[src/rtl/eps_pkg.sv]
package eps_pkg;

  localparam int OP_BITS        = 3;
  localparam int CFG_IDX_BITS   = 3;
  localparam int CFG_DATA_BITS  = 16;
  localparam int TIMER_REG_BITS = 16;
  localparam int ATTEMPT_BITS   = 8;
  localparam int STATUS_BITS    = 2;

  typedef enum logic [OP_BITS-1:0] {
    OP_TICK      = 3'd0,
    OP_SET_ADDR  = 3'd1,
    OP_READ      = 3'd2,
    OP_PROGRAM   = 3'd3,
    OP_BLANK     = 3'd4
  } op_e;

  typedef enum logic [3:0] {
    PH_IDLE    = 4'd0,
    PH_RSET    = 4'd1,
    PH_BSET    = 4'd2,
    PH_PSET    = 4'd3,
    PH_SETUP   = 4'd4,
    PH_PULSE   = 4'd5,
    PH_HOLD    = 4'd6,
    PH_FLOAT   = 4'd7,
    PH_VERIFY  = 4'd8,
    PH_RECOVER = 4'd9
  } phase_e;

  typedef enum logic [STATUS_BITS-1:0] {
    ST_OK        = 2'd0,
    ST_PROG_FAIL = 2'd1,
    ST_NOT_BLANK = 2'd2
  } status_e;

  typedef enum logic [CFG_IDX_BITS-1:0] {
    CFG_ADDR_SETTLE  = 3'd0,
    CFG_DATA_SETUP   = 3'd1,
    CFG_PULSE        = 3'd2,
    CFG_DATA_HOLD    = 3'd3,
    CFG_FLOAT        = 3'd4,
    CFG_VERIFY_OE    = 3'd5,
    CFG_RECOVERY     = 3'd6,
    CFG_MAX_ATTEMPTS = 3'd7
  } cfg_idx_e;

  typedef struct packed {
    logic [TIMER_REG_BITS-1:0] addr_settle_ticks;
    logic [TIMER_REG_BITS-1:0] data_setup_ticks;
    logic [TIMER_REG_BITS-1:0] pulse_ticks;
    logic [TIMER_REG_BITS-1:0] data_hold_ticks;
    logic [TIMER_REG_BITS-1:0] float_ticks;
    logic [TIMER_REG_BITS-1:0] verify_oe_ticks;
    logic [TIMER_REG_BITS-1:0] recovery_ticks;
    logic [ATTEMPT_BITS-1:0]   max_attempts;
  } cfg_t;

  localparam cfg_t CFG_RESET = '{
    addr_settle_ticks: 16'd1,
    data_setup_ticks:  16'd15,
    pulse_ticks:       16'd50,
    data_hold_ticks:   16'd15,
    float_ticks:       16'd50,
    verify_oe_ticks:   16'd5,
    recovery_ticks:    16'd1,
    max_attempts:      8'd25
  };

  localparam logic [ATTEMPT_BITS-1:0] FAIL_COUNT_MAX = 8'hFF;

  typedef struct packed {
    logic data_drive;
    logic chip_enable_n;
    logic output_enable_n;
  } pins_t;

endpackage

[src/rtl/eps_if.sv]
interface eps_in_if #(
  parameter int ADDR_BITS = 20,
  parameter int DATA_BITS = 16
);
  logic                         valid;
  logic                         ready;
  logic [eps_pkg::OP_BITS-1:0]  operation;
  logic [ADDR_BITS-1:0]         address;
  logic [DATA_BITS-1:0]         write_data;
  logic [DATA_BITS-1:0]         bus_in;

  modport source (output valid, operation, address, write_data, bus_in, input ready);
  modport sink   (input valid, operation, address, write_data, bus_in, output ready);
endinterface

interface eps_out_if #(
  parameter int ADDR_BITS = 20,
  parameter int DATA_BITS = 16
);
  logic                             valid;
  logic                             ready;
  logic [ADDR_BITS-1:0]             address_pins;
  logic [DATA_BITS-1:0]             data_pins_out;
  logic                             data_drive;
  logic                             chip_enable_n;
  logic                             output_enable_n;
  logic                             busy_res;
  logic                             done_res;
  logic [eps_pkg::STATUS_BITS-1:0]  status;
  logic [DATA_BITS-1:0]             read_data;
  logic [eps_pkg::ATTEMPT_BITS-1:0] attempts_used;

  modport source (output valid, address_pins, data_pins_out, data_drive, chip_enable_n,
                  output_enable_n, busy_res, done_res, status, read_data, attempts_used,
                  input ready);
  modport sink   (input valid, address_pins, data_pins_out, data_drive, chip_enable_n,
                  output_enable_n, busy_res, done_res, status, read_data, attempts_used,
                  output ready);
endinterface

interface eps_cfg_if;
  logic                               valid;
  logic                               ready;
  logic [eps_pkg::CFG_IDX_BITS-1:0]   index;
  logic [eps_pkg::CFG_DATA_BITS-1:0]  data;

  modport source (output valid, index, data, input ready);
  modport sink   (input valid, index, data, output ready);
endinterface

[src/rtl/eprom_program_verify_sequencer.sv]
// EPROM program/verify sequencer. Each transfer on in_i is one timer tick and may carry a
// command (set address, read, program, blank check); commands arriving while busy are
// ignored. Every tick yields exactly one transfer on out_o with the pin levels for that
// tick and the sequencer status. A tick is registered at the input, evaluated in one pass
// against the phase state and counters, and registered at the output. One tick is taken per
// cycle while out_o keeps up. Phase durations and the retry limit come from the cfg_i
// register port and may only change while the block is idle.
module eprom_program_verify_sequencer #(
  parameter int ADDR_BITS  = 20,
  parameter int DATA_BITS  = 16,
  parameter int TIMER_BITS = 16
) (
  input  logic      clk_i,
  input  logic      rst_ni,
  eps_in_if.sink    in_i,
  eps_out_if.source out_o,
  eps_cfg_if.sink   cfg_i
);
  import eps_pkg::*;

  cfg_t cfg;

  logic                    in_vld_q, in_vld_d;
  logic [OP_BITS-1:0]      op_q;
  logic [ADDR_BITS-1:0]    addr_q;
  logic [DATA_BITS-1:0]    wdata_q;
  logic [DATA_BITS-1:0]    bus_q;
  logic                    step;
  logic                    in_take;

  logic                    out_vld_q, out_vld_d;

  logic [ADDR_BITS-1:0]    res_addr, res_addr_q;
  logic [DATA_BITS-1:0]    res_dout, res_dout_q;
  pins_t                   res_pins, res_pins_q;
  logic                    res_busy, res_busy_q;
  logic                    res_done, res_done_q;
  logic [STATUS_BITS-1:0]  res_status, res_status_q;
  logic [DATA_BITS-1:0]    res_rdata, res_rdata_q;
  logic [ATTEMPT_BITS-1:0] res_att, res_att_q;

  eps_cfg_regs u_cfg (
    .clk_i  (clk_i),
    .rst_ni (rst_ni),
    .cfg_i  (cfg_i),
    .cfg_o  (cfg)
  );

  assign step       = in_vld_q && (!out_vld_q || out_o.ready);
  assign in_i.ready = !in_vld_q || step;
  assign in_take    = in_i.valid && in_i.ready;

  always_comb begin
    in_vld_d = in_vld_q;
    if (in_take) begin
      in_vld_d = 1'b1;
    end else if (step) begin
      in_vld_d = 1'b0;
    end
    out_vld_d = out_vld_q;
    if (step) begin
      out_vld_d = 1'b1;
    end else if (out_o.ready) begin
      out_vld_d = 1'b0;
    end
  end

  eps_seq #(
    .ADDR_BITS  (ADDR_BITS),
    .DATA_BITS  (DATA_BITS),
    .TIMER_BITS (TIMER_BITS)
  ) u_seq (
    .clk_i      (clk_i),
    .rst_ni     (rst_ni),
    .step_i     (step),
    .cfg_i      (cfg),
    .op_i       (op_q),
    .addr_i     (addr_q),
    .wdata_i    (wdata_q),
    .bus_i      (bus_q),
    .addr_o     (res_addr),
    .dout_o     (res_dout),
    .pins_o     (res_pins),
    .busy_o     (res_busy),
    .done_o     (res_done),
    .status_o   (res_status),
    .rdata_o    (res_rdata),
    .attempts_o (res_att)
  );

  always_ff @(posedge clk_i or negedge rst_ni) begin
    if (!rst_ni) begin
      in_vld_q  <= 1'b0;
      out_vld_q <= 1'b0;
    end else begin
      in_vld_q  <= in_vld_d;
      out_vld_q <= out_vld_d;
    end
  end

  always_ff @(posedge clk_i) begin
    if (in_take) begin
      op_q    <= in_i.operation;
      addr_q  <= in_i.address;
      wdata_q <= in_i.write_data;
      bus_q   <= in_i.bus_in;
    end
    if (step) begin
      res_addr_q   <= res_addr;
      res_dout_q   <= res_dout;
      res_pins_q   <= res_pins;
      res_busy_q   <= res_busy;
      res_done_q   <= res_done;
      res_status_q <= res_status;
      res_rdata_q  <= res_rdata;
      res_att_q    <= res_att;
    end
  end

  assign out_o.valid           = out_vld_q;
  assign out_o.address_pins    = res_addr_q;
  assign out_o.data_pins_out   = res_dout_q;
  assign out_o.data_drive      = res_pins_q.data_drive;
  assign out_o.chip_enable_n   = res_pins_q.chip_enable_n;
  assign out_o.output_enable_n = res_pins_q.output_enable_n;
  assign out_o.busy_res        = res_busy_q;
  assign out_o.done_res        = res_done_q;
  assign out_o.status          = res_status_q;
  assign out_o.read_data       = res_rdata_q;
  assign out_o.attempts_used   = res_att_q;

endmodule

[src/rtl/eps_cfg_regs.sv]
module eps_cfg_regs (
  input  logic          clk_i,
  input  logic          rst_ni,
  eps_cfg_if.sink       cfg_i,
  output eps_pkg::cfg_t cfg_o
);
  import eps_pkg::*;

  cfg_t cfg_q, cfg_d;

  assign cfg_i.ready = 1'b1;
  assign cfg_o       = cfg_q;

  always_comb begin
    cfg_d = cfg_q;
    if (cfg_i.valid) begin
      case (cfg_idx_e'(cfg_i.index))
        CFG_ADDR_SETTLE:  cfg_d.addr_settle_ticks = cfg_i.data;
        CFG_DATA_SETUP:   cfg_d.data_setup_ticks  = cfg_i.data;
        CFG_PULSE:        cfg_d.pulse_ticks       = cfg_i.data;
        CFG_DATA_HOLD:    cfg_d.data_hold_ticks   = cfg_i.data;
        CFG_FLOAT:        cfg_d.float_ticks       = cfg_i.data;
        CFG_VERIFY_OE:    cfg_d.verify_oe_ticks   = cfg_i.data;
        CFG_RECOVERY:     cfg_d.recovery_ticks    = cfg_i.data;
        CFG_MAX_ATTEMPTS: cfg_d.max_attempts      = cfg_i.data[ATTEMPT_BITS-1:0];
        default:          cfg_d = cfg_q;
      endcase
    end
  end

  always_ff @(posedge clk_i or negedge rst_ni) begin
    if (!rst_ni) begin
      cfg_q <= CFG_RESET;
    end else begin
      cfg_q <= cfg_d;
    end
  end

endmodule

[src/rtl/eps_seq.sv]
module eps_seq #(
  parameter int ADDR_BITS  = 20,
  parameter int DATA_BITS  = 16,
  parameter int TIMER_BITS = 16
) (
  input  logic                             clk_i,
  input  logic                             rst_ni,
  input  logic                             step_i,
  input  eps_pkg::cfg_t                    cfg_i,
  input  logic [eps_pkg::OP_BITS-1:0]      op_i,
  input  logic [ADDR_BITS-1:0]             addr_i,
  input  logic [DATA_BITS-1:0]             wdata_i,
  input  logic [DATA_BITS-1:0]             bus_i,
  output logic [ADDR_BITS-1:0]             addr_o,
  output logic [DATA_BITS-1:0]             dout_o,
  output eps_pkg::pins_t                   pins_o,
  output logic                             busy_o,
  output logic                             done_o,
  output logic [eps_pkg::STATUS_BITS-1:0]  status_o,
  output logic [DATA_BITS-1:0]             rdata_o,
  output logic [eps_pkg::ATTEMPT_BITS-1:0] attempts_o
);
  import eps_pkg::*;

  localparam int LW = ((TIMER_BITS > TIMER_REG_BITS) ? TIMER_BITS : TIMER_REG_BITS) + 1;
  localparam logic [DATA_BITS-1:0] BLANK_WORD = '1;

  phase_e                  phase_q, phase_d, phase_s;
  logic [ADDR_BITS-1:0]    addr_q, addr_d, addr_s;
  logic [TIMER_BITS-1:0]   tick_q, tick_d, tick_s;
  logic [ATTEMPT_BITS-1:0] fail_q, fail_d, fail_s;
  logic [DATA_BITS-1:0]    held_q, held_d;
  logic [DATA_BITS-1:0]    rd_q, rd_d;
  status_e                 status_q, status_d, status_s;
  logic                    vok_q, vok_d, vok_s;
  logic                    done_s, done_d;

  logic [TIMER_REG_BITS-1:0] len_sel;
  logic [LW-1:0]             len;
  logic                      phase_end;
  logic [ATTEMPT_BITS-1:0]   limit;

  // command decode while idle
  always_comb begin
    phase_s  = phase_q;
    addr_s   = addr_q;
    tick_s   = tick_q;
    fail_s   = fail_q;
    held_d   = held_q;
    status_s = status_q;
    vok_s    = vok_q;
    done_s   = 1'b0;
    if (phase_q == PH_IDLE) begin
      case (op_i)
        OP_SET_ADDR: begin
          addr_s   = addr_i;
          status_s = ST_OK;
          done_s   = 1'b1;
        end
        OP_READ: begin
          phase_s = PH_RSET;
          tick_s  = '0;
        end
        OP_PROGRAM: begin
          held_d  = wdata_i;
          fail_s  = '0;
          vok_s   = 1'b0;
          phase_s = PH_PSET;
          tick_s  = '0;
        end
        OP_BLANK: begin
          phase_s = PH_BSET;
          tick_s  = '0;
        end
        default: phase_s = phase_q;
      endcase
    end
  end

  // pin levels for the current tick
  always_comb begin
    pins_o = '{data_drive: 1'b0, chip_enable_n: 1'b1, output_enable_n: 1'b1};
    dout_o = '0;
    case (phase_s)
      PH_RSET, PH_BSET: begin
        pins_o.chip_enable_n   = 1'b0;
        pins_o.output_enable_n = 1'b0;
      end
      PH_SETUP, PH_HOLD: begin
        pins_o.data_drive = 1'b1;
        dout_o            = held_d;
      end
      PH_PULSE: begin
        pins_o.data_drive    = 1'b1;
        pins_o.chip_enable_n = 1'b0;
        dout_o               = held_d;
      end
      PH_VERIFY: pins_o.output_enable_n = 1'b0;
      default:   dout_o = '0;
    endcase
  end

  always_comb begin
    case (phase_s)
      PH_RSET, PH_BSET, PH_PSET: len_sel = cfg_i.addr_settle_ticks;
      PH_SETUP:                  len_sel = cfg_i.data_setup_ticks;
      PH_PULSE:                  len_sel = cfg_i.pulse_ticks;
      PH_HOLD:                   len_sel = cfg_i.data_hold_ticks;
      PH_FLOAT:                  len_sel = cfg_i.float_ticks;
      PH_VERIFY:                 len_sel = cfg_i.verify_oe_ticks;
      default:                   len_sel = cfg_i.recovery_ticks;
    endcase
    len = LW'(len_sel);
    if (len > (LW'(1) << TIMER_BITS)) begin
      len = LW'(1) << TIMER_BITS;
    end
    if (len == '0) begin
      len = LW'(1);
    end
    phase_end = (LW'(tick_s) + LW'(1)) >= len;
    limit     = (cfg_i.max_attempts == '0) ? ATTEMPT_BITS'(1) : cfg_i.max_attempts;
  end

  // phase advance
  always_comb begin
    phase_d  = phase_s;
    addr_d   = addr_s;
    tick_d   = tick_s;
    fail_d   = fail_s;
    rd_d     = rd_q;
    status_d = status_s;
    vok_d    = vok_s;
    done_d   = done_s;
    if (phase_s != PH_IDLE) begin
      if (phase_end) begin
        tick_d = '0;
        case (phase_s)
          PH_RSET: begin
            rd_d     = bus_i;
            status_d = ST_OK;
            addr_d   = addr_s + ADDR_BITS'(1);
            phase_d  = PH_IDLE;
            done_d   = 1'b1;
          end
          PH_BSET: begin
            rd_d = bus_i;
            if (bus_i != BLANK_WORD) begin
              status_d = ST_NOT_BLANK;
            end else begin
              status_d = ST_OK;
              addr_d   = addr_s + ADDR_BITS'(1);
            end
            phase_d = PH_IDLE;
            done_d  = 1'b1;
          end
          PH_VERIFY: begin
            vok_d = (bus_i == held_d);
            if (bus_i != held_d && fail_s < FAIL_COUNT_MAX) begin
              fail_d = fail_s + ATTEMPT_BITS'(1);
            end
            phase_d = PH_RECOVER;
          end
          PH_RECOVER: begin
            if (vok_s) begin
              status_d = ST_OK;
              addr_d   = addr_s + ADDR_BITS'(1);
              phase_d  = PH_IDLE;
              done_d   = 1'b1;
            end else if (fail_s >= limit) begin
              status_d = ST_PROG_FAIL;
              phase_d  = PH_IDLE;
              done_d   = 1'b1;
            end else begin
              phase_d = PH_SETUP;
            end
          end
          PH_PSET:  phase_d = PH_SETUP;
          PH_SETUP: phase_d = PH_PULSE;
          PH_PULSE: phase_d = PH_HOLD;
          PH_HOLD:  phase_d = PH_FLOAT;
          PH_FLOAT: phase_d = PH_VERIFY;
          default:  phase_d = PH_IDLE;
        endcase
      end else begin
        tick_d = tick_s + TIMER_BITS'(1);
      end
    end
  end

  assign addr_o     = addr_d;
  assign busy_o     = (phase_d != PH_IDLE);
  assign done_o     = done_d;
  assign status_o   = status_d;
  assign rdata_o    = rd_d;
  assign attempts_o = fail_d;

  always_ff @(posedge clk_i or negedge rst_ni) begin
    if (!rst_ni) begin
      phase_q  <= PH_IDLE;
      addr_q   <= '0;
      tick_q   <= '0;
      fail_q   <= '0;
      held_q   <= '0;
      rd_q     <= '0;
      status_q <= ST_OK;
      vok_q    <= 1'b0;
    end else if (step_i) begin
      phase_q  <= phase_d;
      addr_q   <= addr_d;
      tick_q   <= tick_d;
      fail_q   <= fail_d;
      held_q   <= held_d;
      rd_q     <= rd_d;
      status_q <= status_d;
      vok_q    <= vok_d;
    end
  end

endmodule

[src/flat_wrapper.sv]
// flat-port wrapper written by rule: the top's interface ports become plain ports
module eprom_program_verify_sequencer_flat import eps_pkg::*;
#(
  parameter int ADDR_BITS  = 20,
  parameter int DATA_BITS  = 16,
  parameter int TIMER_BITS = 16
)
  (clk_i, rst_ni, in_i_valid, in_i_operation, in_i_address, in_i_write_data, in_i_bus_in, in_i_ready, out_o_valid, out_o_address_pins, out_o_data_pins_out, out_o_data_drive, out_o_chip_enable_n, out_o_output_enable_n, out_o_busy_res, out_o_done_res, out_o_status, out_o_read_data, out_o_attempts_used, out_o_ready, cfg_i_valid, cfg_i_index, cfg_i_data, cfg_i_ready);
  eps_in_if #(.ADDR_BITS(ADDR_BITS), .DATA_BITS(DATA_BITS)) in_i_i ();
  eps_out_if #(.ADDR_BITS(ADDR_BITS), .DATA_BITS(DATA_BITS)) out_o_i ();
  eps_cfg_if cfg_i_i ();
  input  logic clk_i;
  input  logic rst_ni;
  input wire logic [$bits(in_i_i.valid)-1:0] in_i_valid;
  input wire logic [$bits(in_i_i.operation)-1:0] in_i_operation;
  input wire logic [$bits(in_i_i.address)-1:0] in_i_address;
  input wire logic [$bits(in_i_i.write_data)-1:0] in_i_write_data;
  input wire logic [$bits(in_i_i.bus_in)-1:0] in_i_bus_in;
  output wire logic [$bits(in_i_i.ready)-1:0] in_i_ready;
  output wire logic [$bits(out_o_i.valid)-1:0] out_o_valid;
  output wire logic [$bits(out_o_i.address_pins)-1:0] out_o_address_pins;
  output wire logic [$bits(out_o_i.data_pins_out)-1:0] out_o_data_pins_out;
  output wire logic [$bits(out_o_i.data_drive)-1:0] out_o_data_drive;
  output wire logic [$bits(out_o_i.chip_enable_n)-1:0] out_o_chip_enable_n;
  output wire logic [$bits(out_o_i.output_enable_n)-1:0] out_o_output_enable_n;
  output wire logic [$bits(out_o_i.busy_res)-1:0] out_o_busy_res;
  output wire logic [$bits(out_o_i.done_res)-1:0] out_o_done_res;
  output wire logic [$bits(out_o_i.status)-1:0] out_o_status;
  output wire logic [$bits(out_o_i.read_data)-1:0] out_o_read_data;
  output wire logic [$bits(out_o_i.attempts_used)-1:0] out_o_attempts_used;
  input wire logic [$bits(out_o_i.ready)-1:0] out_o_ready;
  input wire logic [$bits(cfg_i_i.valid)-1:0] cfg_i_valid;
  input wire logic [$bits(cfg_i_i.index)-1:0] cfg_i_index;
  input wire logic [$bits(cfg_i_i.data)-1:0] cfg_i_data;
  output wire logic [$bits(cfg_i_i.ready)-1:0] cfg_i_ready;
  assign in_i_i.valid = in_i_valid;
  assign in_i_i.operation = in_i_operation;
  assign in_i_i.address = in_i_address;
  assign in_i_i.write_data = in_i_write_data;
  assign in_i_i.bus_in = in_i_bus_in;
  assign in_i_ready = in_i_i.ready;
  assign out_o_valid = out_o_i.valid;
  assign out_o_address_pins = out_o_i.address_pins;
  assign out_o_data_pins_out = out_o_i.data_pins_out;
  assign out_o_data_drive = out_o_i.data_drive;
  assign out_o_chip_enable_n = out_o_i.chip_enable_n;
  assign out_o_output_enable_n = out_o_i.output_enable_n;
  assign out_o_busy_res = out_o_i.busy_res;
  assign out_o_done_res = out_o_i.done_res;
  assign out_o_status = out_o_i.status;
  assign out_o_read_data = out_o_i.read_data;
  assign out_o_attempts_used = out_o_i.attempts_used;
  assign out_o_i.ready = out_o_ready;
  assign cfg_i_i.valid = cfg_i_valid;
  assign cfg_i_i.index = cfg_i_index;
  assign cfg_i_i.data = cfg_i_data;
  assign cfg_i_ready = cfg_i_i.ready;
  eprom_program_verify_sequencer #(.ADDR_BITS(ADDR_BITS), .DATA_BITS(DATA_BITS), .TIMER_BITS(TIMER_BITS)) u_core (.clk_i(clk_i), .rst_ni(rst_ni), .in_i(in_i_i), .out_o(out_o_i), .cfg_i(cfg_i_i));
endmodule
[config.mk]
export PLATFORM = sky130hd
export DESIGN_NAME = eprom_program_verify_sequencer_flat
export DESIGN_NICKNAME = d
export VERILOG_FILES = /design/src/rtl/eps_pkg.sv /design/src/rtl/eps_if.sv /design/src/rtl/eprom_program_verify_sequencer.sv /design/src/rtl/eps_cfg_regs.sv /design/src/rtl/eps_seq.sv /design/src/flat_wrapper.sv
export SDC_FILE = /design/constraint.sdc
export NUM_CORES = 1
export LEC_CHECK = 0
export BUFFER_PORTS_ARGS = -buffer_cell sky130_fd_sc_hd__buf_4
export CORE_MARGIN = 2
export CORE_UTILIZATION = 43
export CTS_CLUSTER_DIAMETER = 30
export DETAILED_ROUTE_END_ITERATION = 16
export PLACE_DENSITY = 0.7
export SYNTH_ARGS = -nofsm -noshare
export SYNTH_HDL_FRONTEND = slang
export SYNTH_SLANG_ARGS = --single-unit
[constraint.sdc]
create_clock -name clk_i -period 12.2 [get_ports clk_i]
set_input_delay 2.44 -clock clk_i [delete_from_list [all_inputs] [get_ports clk_i]]
set_output_delay 2.44 -clock clk_i [all_outputs]
set_load 0.02 [all_outputs]
==> flow_summary.toml, run 1 <==
[critical_path]
r2r_end = "u_core.out_o.read_data[11]$_DFFE_PP_"
cp.required_ns = 12.51
reg2reg_from = "u_core.op_q[1]$_DFFE_PP_"
r2r_cells = 17
cpMaxStageDelayCell = "o31ai_1"
cp_top_family = "simple AND/OR/NAND/NOR gates"
cpMostUsedCell = "nand2_1"
cpPeakStageDelay_ns = 0.81
cp-startpoint = "u_core.op_q[1]$_DFFE_PP_"
critical_path_arrival_ns = 6.95
cp-start-kind = "flop"
reg2reg_slack_ns = 5.56
cp_max_fo = 20
cp-end-kind = "flop"
path_buf_inv = 1
crit_type = "reg -> reg"
crit_chain = "nor3b_1, nor2_1, nand2_1, nand2_1, a221oi_1, nand4_1, or2_2, o31ai_1, ha_1, nor2b_1, o2111ai_1, a311oi_1, o31ai_1, nand2_1, buf_4, nand2_1, mux2_2"

[cells_and_area]
nets = 1592
drive_gt1_share_pct = 32.5
instances_no_fill = 2010
fill_cells = 3003
syn_to_final_growth_pct = 25.8

[min_path]
min_path_cells = 2
min_to = "u_core.u_seq.rd_q[9]$_DFFE_PN0P_"
hold_start = "u_core.u_seq.rd_q[9]$_DFFE_PN0P_"
hold_class = "reg -> reg"

[timing]
max_freq_mhz = 151
finalCritPeriodShare_pct = 54.4
fin_skew_ns = 0.0185
drv_slew = 0
finalWorstSetupSlack_ns = 5.56
setup_viol = 0
max_slew_margin_pct = 28.1
worst_slew_pin_slew_ns = 1.08
hold_violations = 0
tns_ns = 0
rsz0062_at_grt = "no"
fin_crit_ns = 6.64
fin_hold_ws_ns = 0.477

[global_route]
use_met1_pct = 29.7
grt_usage_pct = 21.4
gr-usage-met3_pct = 4.20
first_global_vias = 11400
grt_overflow = 0
grt_pass1_wl_mm = 64.0
grt_max_degree = 81
antenna_found_initial = 1
grt_use_met2_pct = 33.3
top_usage_layer = "met2"

[power]
p_int_mw = 3.02
switching_power_mw = 1.23
combPwrFrac_pct = 19.3
seqPwrFrac_pct = 36.1
p_clk_share_pct = 44.6
ir_drop_mv = 0.196
power_density_mw_per_mm2 = 215
switching_share_pct = 29.0
leakage_nw = 8.28

[clock_network]
cts_buffers = 75
holdBufCountCts = 0
clk_latency_ns = 0.58
cts.sinks = 327
htreeDepth = 3
clockBufferDepth = 3
cts_setup_buffers = 0
clk_pin_slew_ns = 0.04
cts_tree = "yes"
cts_resized = 0
cts-root-buf = "clkbuf_16"

[synthesis]
synth_cell_types = 83
syn_nets = 1413
yosysMostFrequentCell = "dfrtp_1"
synth_top_cells_by_count = "dfrtp_1 (184), mux2_2 (156), edfxtp_1 (122), nand2_1 (116), nor2_1 (73)"
netlist_instances = 1307
ys_async_sr_fraction_pct = 62.7
synth_top_area_share_pct = 29.4
yosys_warnings = 0
synth_seq_cells = 327
synth.area.top_cells = "dfrtp_1 (29%), edfxtp_1 (23%), mux2_2 (11%)"
synthFlopType = "dfrtp_1"
synth.yosys.seq_area_share_pct = 56.2
avgSynthCellArea_um2 = 12.0
syn_area_mm2 = 0.0157
synth_edf_count = 122
synth_top_area_cell = "dfrtp_1"

[outcome]
status = "complete, no violations"

[floorplanning]
die_w_um = 195
die_h_um = 195
coreArea_mm2 = 0.0357
initial_utilization_pct = 43.9
dieArea_mm2 = 0.0380
rows = 69
num_io_pins = 149

[place]
gp_congestion = 0.892
post-dp-hpwl_mm = 27.5
dp_cells = 1870
dp_slack_ns = 5.67
port_buffers = 147

[drt]
wirelength_mm = 40.3
drt-initial-drc-count = 929
vias = 11400
wl_per_cell_um = 20.0
vias_per_cell = 5.65
drc = 0
ant_nets = 0
firstDrtPassIters = 6

[run]
max-cap-violations = 0
## kinds of logic (layout without fill, tap and decap cells)
| group | after synthesis | count (layout) | synth area share [%] |
|---|---|---|---|
| buffers and inverters | 96 | 337 | 2.47 |
| adder cells (fa/ha/maj) | 27 | 27 | 2.15 |
| AO/OA/AOI/OAI | 234 | 234 | 10.1 |
| other | 1 | 2 | 0.0239 |
| flip-flops | 327 | 327 | 56.2 |
| AND/OR/NAND/NOR | 375 | 375 | 11.9 |
| multiplexers | 191 | 191 | 13.9 |
| XOR/XNOR | 56 | 56 | 3.13 |
## placed cells by master (no fill, tap or decap), types with 21 or more instances in the layout
cell type / n
dfrtp_1: 184
buf_4: 164
mux2_2: 156
edfxtp_1: 122
nand2_1: 116
clkbuf_16: 76
nor2_1: 72
o21ai_0: 56
a21oi_1: 50
nand3_1: 32
inv_1: 32
xor2_1: 30
nand4_1: 28
mux2i_1: 27
and3_1: 27
ha_1: 27
nor3_1: 26
xnor2_1: 26
dfstp_2: 21
## layer usage
metal	up-vias	wire length (um)
li1	5258	-
met1	5660	18200
met2	367	18900
met3	70	2210
met4	0	1010
met5	-	0
## how the worst max path moves through the flow
stage                                                   endpoint  slack (ns)  cells after the start
final                       u_core.out_o.read_data[11]$_DFFE_PP_        5.56                     17
after global routing        u_core.out_o.read_data[14]$_DFFE_PP_        5.13                     17
after CTS                    u_core.out_o.read_data[5]$_DFFE_PP_        5.60                     17
after detailed placement     u_core.out_o.read_data[3]$_DFFE_PP_        5.67                     17
after global placement      u_core.out_o.read_data[14]$_DFFE_PP_        6.02                     17
after floorplan           u_core.out_o.address_pins[0]$_DFFE_PP_        6.67                      5
## worst register-to-register path, cell delays in order (launching register included)
cell and delay (ns):
edfxtp_1 0.44, nor3b_1 0.63, nor2_1 0.16, nand2_1 0.27, nand2_1 0.39, a221oi_1 0.61
nand4_1 0.15, or2_2 0.31, o31ai_1 0.24, ha_1 0.19, nor2b_1 0.05, o2111ai_1 0.18
a311oi_1 0.14, o31ai_1 0.81, nand2_1 0.41, buf_4 0.33, nand2_1 0.65, mux2_2 0.42
## power groups by stage
stage | combinational [mW] | clock (mW) | sequential [mW]
3_5_place_dp | 0.818 | 0 | 1.55
3_3_place_gp | 0.800 | 0 | 1.54
2_1_floorplan | 0.536 | 0 | 1.54
6_report | 0.820 | 1.89 | 1.53
4_1_cts | 0.824 | 1.92 | 1.53
5_1_grt | 0.901 | 1.98 | 1.56
## state kept, by name (all words and copies together), names as in the netlist, 2 cells and up
register / cells
u_core.u_cfg.cfg_o: 120
u_core.addr_q: 20
u_core.out_o.address_pins: 20
u_core.u_seq.addr_q: 20
u_core.bus_q: 16
u_core.out_o.data_pins_out: 16
u_core.out_o.read_data: 16
u_core.u_seq.held_q: 16
u_core.u_seq.rd_q: 16
u_core.u_seq.tick_q: 16
u_core.wdata_q: 16
u_core.out_o.attempts_used: 8
u_core.u_seq.fail_q: 8
u_core.u_seq.phase_q: 4
u_core.op_q: 3
u_core.out_o.status: 2
u_core.u_seq.status_q: 2
## through the flow
stage / power, mW / utilization (%) / area (um^2)
floorplan: 2.08 / - / 15700
global placement: 2.34 / 48.3 / 17300
detailed placement: 2.36 / 48.3 / 17300
CTS: 4.28 / 55.2 / 19700
global route: 4.44 / 55.2 / 19700
finish: 4.25 / 55.2 / 19700
## area by class of cell
| cell class | count | area [um^2] | share of cell area, % |
|---|---|---|---|
| repair buffers | 165 | 1240 | 6.31 |
| inverters | 33 | 126 | 0.640 |
| multi-input cells | 884 | 6510 | 33.0 |
| flip-flops and latches | 327 | 8820 | 44.7 |
| diodes | 1 | 2.50 | 0.0127 |
| clock buffers | 98 | 2080 | 10.6 |
| clock inverters | 41 | 373 | 1.89 |
| well taps | 461 | 577 | 2.92 |
No activity file was read; power rests on OpenSTA's default activity.
==> inputs of run 2 (changes only) <==
--- a/config.mk
+++ b/config.mk
@@ -5,6 +5,7 @@
 export SDC_FILE = /design/constraint.sdc
 export NUM_CORES = 1
 export LEC_CHECK = 0
+export ABC_AREA = 1
 export BUFFER_PORTS_ARGS = -buffer_cell sky130_fd_sc_hd__buf_4
 export CORE_MARGIN = 2
 export CORE_UTILIZATION = 43
==> constraint.sdc (replaced) <==
create_clock -name clk_i -period 6.9 [get_ports clk_i]
set_input_delay 1.38 -clock clk_i [delete_from_list [all_inputs] [get_ports clk_i]]
set_output_delay 1.38 -clock clk_i [all_outputs]
set_load 0.02 [all_outputs]
==> flow_summary.toml, run 2 <==
[outcome]
status = "complete, no violations"

[synthesis]
synth_top_family_by_area = "simple AND/OR/NAND/NOR gates"
synthFlopType = "dfrtp_1"
synth_top_cells_by_count = "nand2_1 (749), inv_1 (203), o21ai_0 (197), dfrtp_1 (184), nor2_1 (157)"
syn_nets = 2159
synth_top_area_cell = "dfrtp_1"
synth_cell_types = 45
avgSynthCellArea_um2 = 8.03
synth_top_area_share_pct = 27.9
synth_xor_xnor_area_share_pct = 1.06
ys_async_sr_fraction_pct = 62.7
netlist_instances = 2053
synth_edf_count = 122
yosysMostFrequentCell = "nand2_1"
yosys.area_share.adder_pct = 2.05
synthMuxAreaShare_pct = 0
yosys_warnings = 0
synth.area.top_cells = "dfrtp_1 (28%), edfxtp_1 (22%), nand2_1 (17%)"
syn_area_mm2 = 0.0165
yosys.area_share.simple_pct = 27.0
synth.yosys.seq_area_share_pct = 53.5
synth_compound_area_share_pct = 9.60
synth_seq_cells = 327

[timing]
finalCritPeriodShare_pct = 85.5
fin_hold_ws_ns = 0.471
hold_violations = 0
setup_viol = 0
rsz0062_at_grt = "no"
max_slew_margin_pct = 21.5
fin_crit_ns = 5.90
drv_slew = 0
max_freq_mhz = 169
finalWorstSetupSlack_ns = 0.998
worst_slew_pin_slew_ns = 1.17
fin_skew_ns = 0.0239
tns_ns = 0

[critical_path]
cp.required_ns = 7.40
cp_max_fo = 36
cpMostUsedCell = "nand2_1"
cpMaxStageDelayCell = "nor2_1"
r2r_cells = 28
cp-start-kind = "flop"
cp-end-kind = "flop"
critical_path_arrival_ns = 6.41
reg2reg_from = "u_core.u_seq.phase_q[3]$_DFFE_PN0P_"
reg2reg_slack_ns = 1.0
r2r_end = "u_core.u_seq.rd_q[15]$_DFFE_PN0P_"
cpPeakStageDelay_ns = 0.91
crit_type = "reg -> reg"

[place]
dp_slack_ns = 1.11
post-dp-hpwl_mm = 29.0
port_buffers = 147
gp_congestion = 0.912

[floorplanning]
rows = 71
dieArea_mm2 = 0.0399
die_w_um = 200
initial_utilization_pct = 43.7
num_io_pins = 149
coreArea_mm2 = 0.0378
die_h_um = 200

[power]
p_clk_share_pct = 35.1
combPwrFrac_pct = 35.3
switching_power_mw = 3.76
p_int_mw = 6.02
power_mw = 9.78
leakage_nw = 9.82
seqPwrFrac_pct = 29.5
ir_drop_mv = 0.218
switching_share_pct = 38.4
power_density_mw_per_mm2 = 477

[clock_network]
cts-root-buf = "clkbuf_16"
cts_tree = "yes"
cts.sinks = 327
clk_pin_slew_ns = 0.05
cts_resized = 0
holdBufCountCts = 0
cts_setup_buffers = 0
clk_latency_ns = 0.58
cts_buffers = 74
clockBufferDepth = 3
htreeDepth = 3

[cells_and_area]
drive_gt1_share_pct = 15.3
nets = 2321
fill_cells = 3390
largest_register_ffs = 120
ff_latch_area_mm2 = 0.00882
multiInputGateArea_mm2 = 0.00656
n_antenna_cell = 0
mostFrequentLayoutCells = "nand2_1 (748), inv_1 (202), o21ai_0 (197), dfrtp_1 (184), buf_4 (158)"
final_common_cell = "nand2_1"
syn_to_final_growth_pct = 24.4

[global_route]
grt_usage_pct = 22.3
grt_max_degree = 92
antenna_found_initial = 0
grt_pass1_wl_mm = 70.5
first_global_vias = 13800
grt_overflow = 0

[min_path]
min_to = "u_core.u_seq.addr_q[18]$_DFFE_PN0P_"
min_path_cells = 2
hold_class = "reg -> reg"
hold_start = "u_core.u_seq.addr_q[18]$_DFFE_PN0P_"

[drt]
drt-initial-drc-count = 1266
drc = 0
vias_per_cell = 5.18
ant_nets = 0
wirelength_mm = 44.3
wl_per_cell_um = 15.9
firstDrtPassIters = 8
vias = 14400

[run]
max-cap-violations = 0
-- run 2: through the flow --
stage               cell area [um^2]  instances  utilization [%]
finish                         20500       2786             54.3
global route                   20500       2786             54.3
CTS                            20500       2786             54.3
detailed placement             18000       2650             47.8
global placement               18000       2650             47.8
floorplan                      16500       2053                -
-- run 2: area by class of cell --
type / count / share of cell area [%]
Clock buffer: 98 / 10.3
Clock inverter: 38 / 1.74
Inverter: 217 / 3.98
Multi-Input combinational cell: 1436 / 32.0
Sequential cell: 327 / 43.0
Tap cell: 511 / 3.12
Timing Repair Buffer: 159 / 5.85
-- run 2: worst max-delay path: cells and delay by family (launching register included) --
family,cells,cell delay (ns)
AND/OR/NAND/NOR,21,3.71
AO/OA/AOI/OAI,2,0.70
buffers and inverters,4,0.70
flip-flops,1,0.41
adder cells (fa/ha/maj),1,0.30
-- run 2: per-layer routing --
metal | vias up | track usage [%] | wire length, um
met5 | - | 0 | 0
met4 | 0 | 8.29 | 1030
met3 | 90 | 4.08 | 2640
met2 | 499 | 36.3 | 20900
met1 | 6877 | 29.7 | 19700
li1 | 6971 | - | -
-- run 2: power by group through the flow --
| stage | Sequential, mW | Combinational, mW | Clock, mW |
|---|---|---|---|
| 5_1_grt | 2.94 | 3.88 | 3.58 |
| 4_1_cts | 2.88 | 3.43 | 3.47 |
| 3_3_place_gp | 2.88 | 3.30 | 0 |
| 3_5_place_dp | 2.90 | 3.40 | 0 |
| 2_1_floorplan | 2.99 | 2.30 | 0 |
| 6_report | 2.89 | 3.46 | 3.44 |
-- run 2: worst max path at each step --
stage	start	to	slack, ns
finish	u_core.u_seq.phase_q[3]$_DFFE_PN0P_	u_core.u_seq.rd_q[15]$_DFFE_PN0P_	1.0
detailed placement	u_core.u_seq.phase_q[2]$_DFFE_PN0P_	u_core.u_seq.rd_q[12]$_DFFE_PN0P_	1.11
global route	u_core.u_seq.phase_q[3]$_DFFE_PN0P_	u_core.u_seq.rd_q[12]$_DFFE_PN0P_	0.56
floorplan	out_o_ready	u_core.out_o.address_pins[0]$_DFFE_PP_	2.68
global placement	u_core.u_seq.phase_q[2]$_DFFE_PN0P_	u_core.out_o.read_data[12]$_DFFE_PP_	1.26
CTS	u_core.u_seq.phase_q[2]$_DFFE_PN0P_	u_core.u_seq.rd_q[11]$_DFFE_PN0P_	1.08
-- run 2: cell families after synthesis --
| family | after synthesis |
|---|---|
| compound gates | 293 |
| fa+ha+maj | 27 |
| other cells | 1 |
| xor+xnor | 20 |
| flops | 327 |
| simple gates | 1095 |
| buf+inv | 290 |
==> inputs of run 3 (changes only) <==
==> constraint.sdc (replaced) <==
create_clock -name clk_i -period 6.9 [get_ports clk_i]
set_input_delay 0.69 -clock clk_i [delete_from_list [all_inputs] [get_ports clk_i]]
set_output_delay 0.69 -clock clk_i [all_outputs]
set_load 0.02 [all_outputs]
==> flow_summary.toml, run 3 (synthesized netlist as in run 2, its figures left out) <==
[cells_and_area]
syn_to_final_growth_pct = 25.6
drive_gt1_share_pct = 15.4
mostFrequentLayoutCells = "nand2_1 (748), inv_1 (202), o21ai_0 (197), dfrtp_1 (184), buf_4 (157)"
instances_no_fill = 2790
final_common_cell = "nand2_1"
fill_cells = 3365
ff_latch_area_mm2 = 0.00882
multiInputGateArea_mm2 = 0.00656
largest_register_ffs = 120
nets = 2322
n_antenna_cell = 0

[timing]
fin_crit_ns = 5.90
worst_slew_pin_slew_ns = 1.15
tns_ns = 0
max_slew_margin_pct = 23.0
fin_skew_ns = 0.0189
hold_violations = 0
setup_viol = 0
finalCritPeriodShare_pct = 85.5
max_freq_mhz = 170
drv_slew = 0
finalWorstSetupSlack_ns = 1.00
rsz0062_at_grt = "no"

[power]
leakage_nw = 9.89
power_mw = 10.0
power_density_mw_per_mm2 = 485
ir_drop_mv = 0.269

[clock_network]
cts_buffers = 76
cts-root-buf = "clkbuf_16"
clk_latency_ns = 0.58
cts.sinks = 327
clk_pin_slew_ns = 0.05
cts_resized = 0
clockBufferDepth = 3
cts_setup_buffers = 0
cts_tree = "yes"
htreeDepth = 3
holdBufCountCts = 0

[floorplanning]
coreArea_mm2 = 0.0378
die_w_um = 200
die_h_um = 200
num_io_pins = 149
rows = 71
dieArea_mm2 = 0.0399
initial_utilization_pct = 43.7

[critical_path]
cp_top_family = "simple AND/OR/NAND/NOR gates"
path_buf_inv = 4
cp.required_ns = 7.41
cp-end-kind = "flop"
cpPeakStageDelay_ns = 0.85
cpMostUsedCell = "nand2_1"
critical_path_arrival_ns = 6.41
cpMaxStageDelayCell = "nor2_1"
crit_type = "reg -> reg"
cp_max_fo = 36
cp-start-kind = "flop"

[place]
dp_slack_ns = 1.12
dp_cells = 2649
post-dp-hpwl_mm = 28.8
gp_congestion = 0.911
port_buffers = 147

[global_route]
grt_usage_pct = 22.1
grt_overflow = 0
grt_max_degree = 92
antenna_found_initial = 0
grt_pass1_wl_mm = 70.4
first_global_vias = 14000

[drt]
vias_per_cell = 5.17
wl_per_cell_um = 15.8
drc = 0
firstDrtPassIters = 6
ant_nets = 0
drt-initial-drc-count = 1183
vias = 14400
wirelength_mm = 44.1

[outcome]
status = "complete, no violations"

[run]
max-cap-violations = 0

[min_path]
hold_class = "in -> async"
==> run 3: final cells by class <==
type / count / share of cell area, %
sequential: 327 / 42.6
multi-input combinational: 1436 / 31.7
clock buffer: 93 / 10.0
timing repair buffer: 158 / 5.76
inverter: 217 / 3.95
tap: 511 / 3.09
clock inverter: 48 / 2.92
==> run 3: power breakdown <==
group / internal, mW / total, mW / switching, mW
logic: 1.07 / 3.45 / 2.38
clock network: 2.58 / 3.71 / 1.13
registers: 2.61 / 2.88 / 0.271
==> run 3: worst paths after layout <==
path / startpoint / endpoint / slack (ns) / cells after the start
min in group clk_i: in_i_write_data[2] / u_core.wdata_q[2]$_DFFE_PP_ / 0.29 / 1
worst min-delay path: rst_ni / u_core.u_cfg.cfg_o[10]$_DFFE_PN0P_ / 0.11 / 1
worst max-delay path: u_core.u_seq.phase_q[3]$_DFFE_PN0P_ / u_core.u_seq.rd_q[13]$_DFFE_PN0P_ / 1.00 / 28
worst min register to register: u_core.u_seq.addr_q[10]$_DFFE_PN0P_ / u_core.u_seq.addr_q[10]$_DFFE_PN0P_ / 0.47 / 2
max in group asynchronous: rst_ni / u_core.u_seq.tick_q[14]$_DFFE_PN0P_ / 5.34 / 2
worst max register to register: u_core.u_seq.phase_q[3]$_DFFE_PN0P_ / u_core.u_seq.rd_q[13]$_DFFE_PN0P_ / 1.00 / 28
==> run 3: per-layer routing <==
layer  vias up  track usage [%]  wire [um]
li1       6971                -          -
met1      6850             29.1      19400
met2       512             35.8      20400
met3       101             4.55       2940
met4         0             9.16       1330
met5         -                0          0
==> run 3: metrics by stage <==
stage | utilization (%) | instance area [um^2] | hold slack (ns)
detailed placement | 47.7 | 18000 | 0.460
global placement | 47.7 | 18000 | 0.458
CTS | 54.9 | 20700 | 0.128
finish | 54.9 | 20700 | 0.110
global route | 54.9 | 20700 | 0.152
floorplan | - | 16500 | 0.394
==> run 3: worst register-to-register path: cells and delay by family, from the launching register on <==
kind / cells / cell delay, ns
fa+ha+maj: 1 / 0.27
flops: 1 / 0.42
buf+inv: 4 / 0.68
simple gates: 21 / 3.72
compound gates: 2 / 0.75
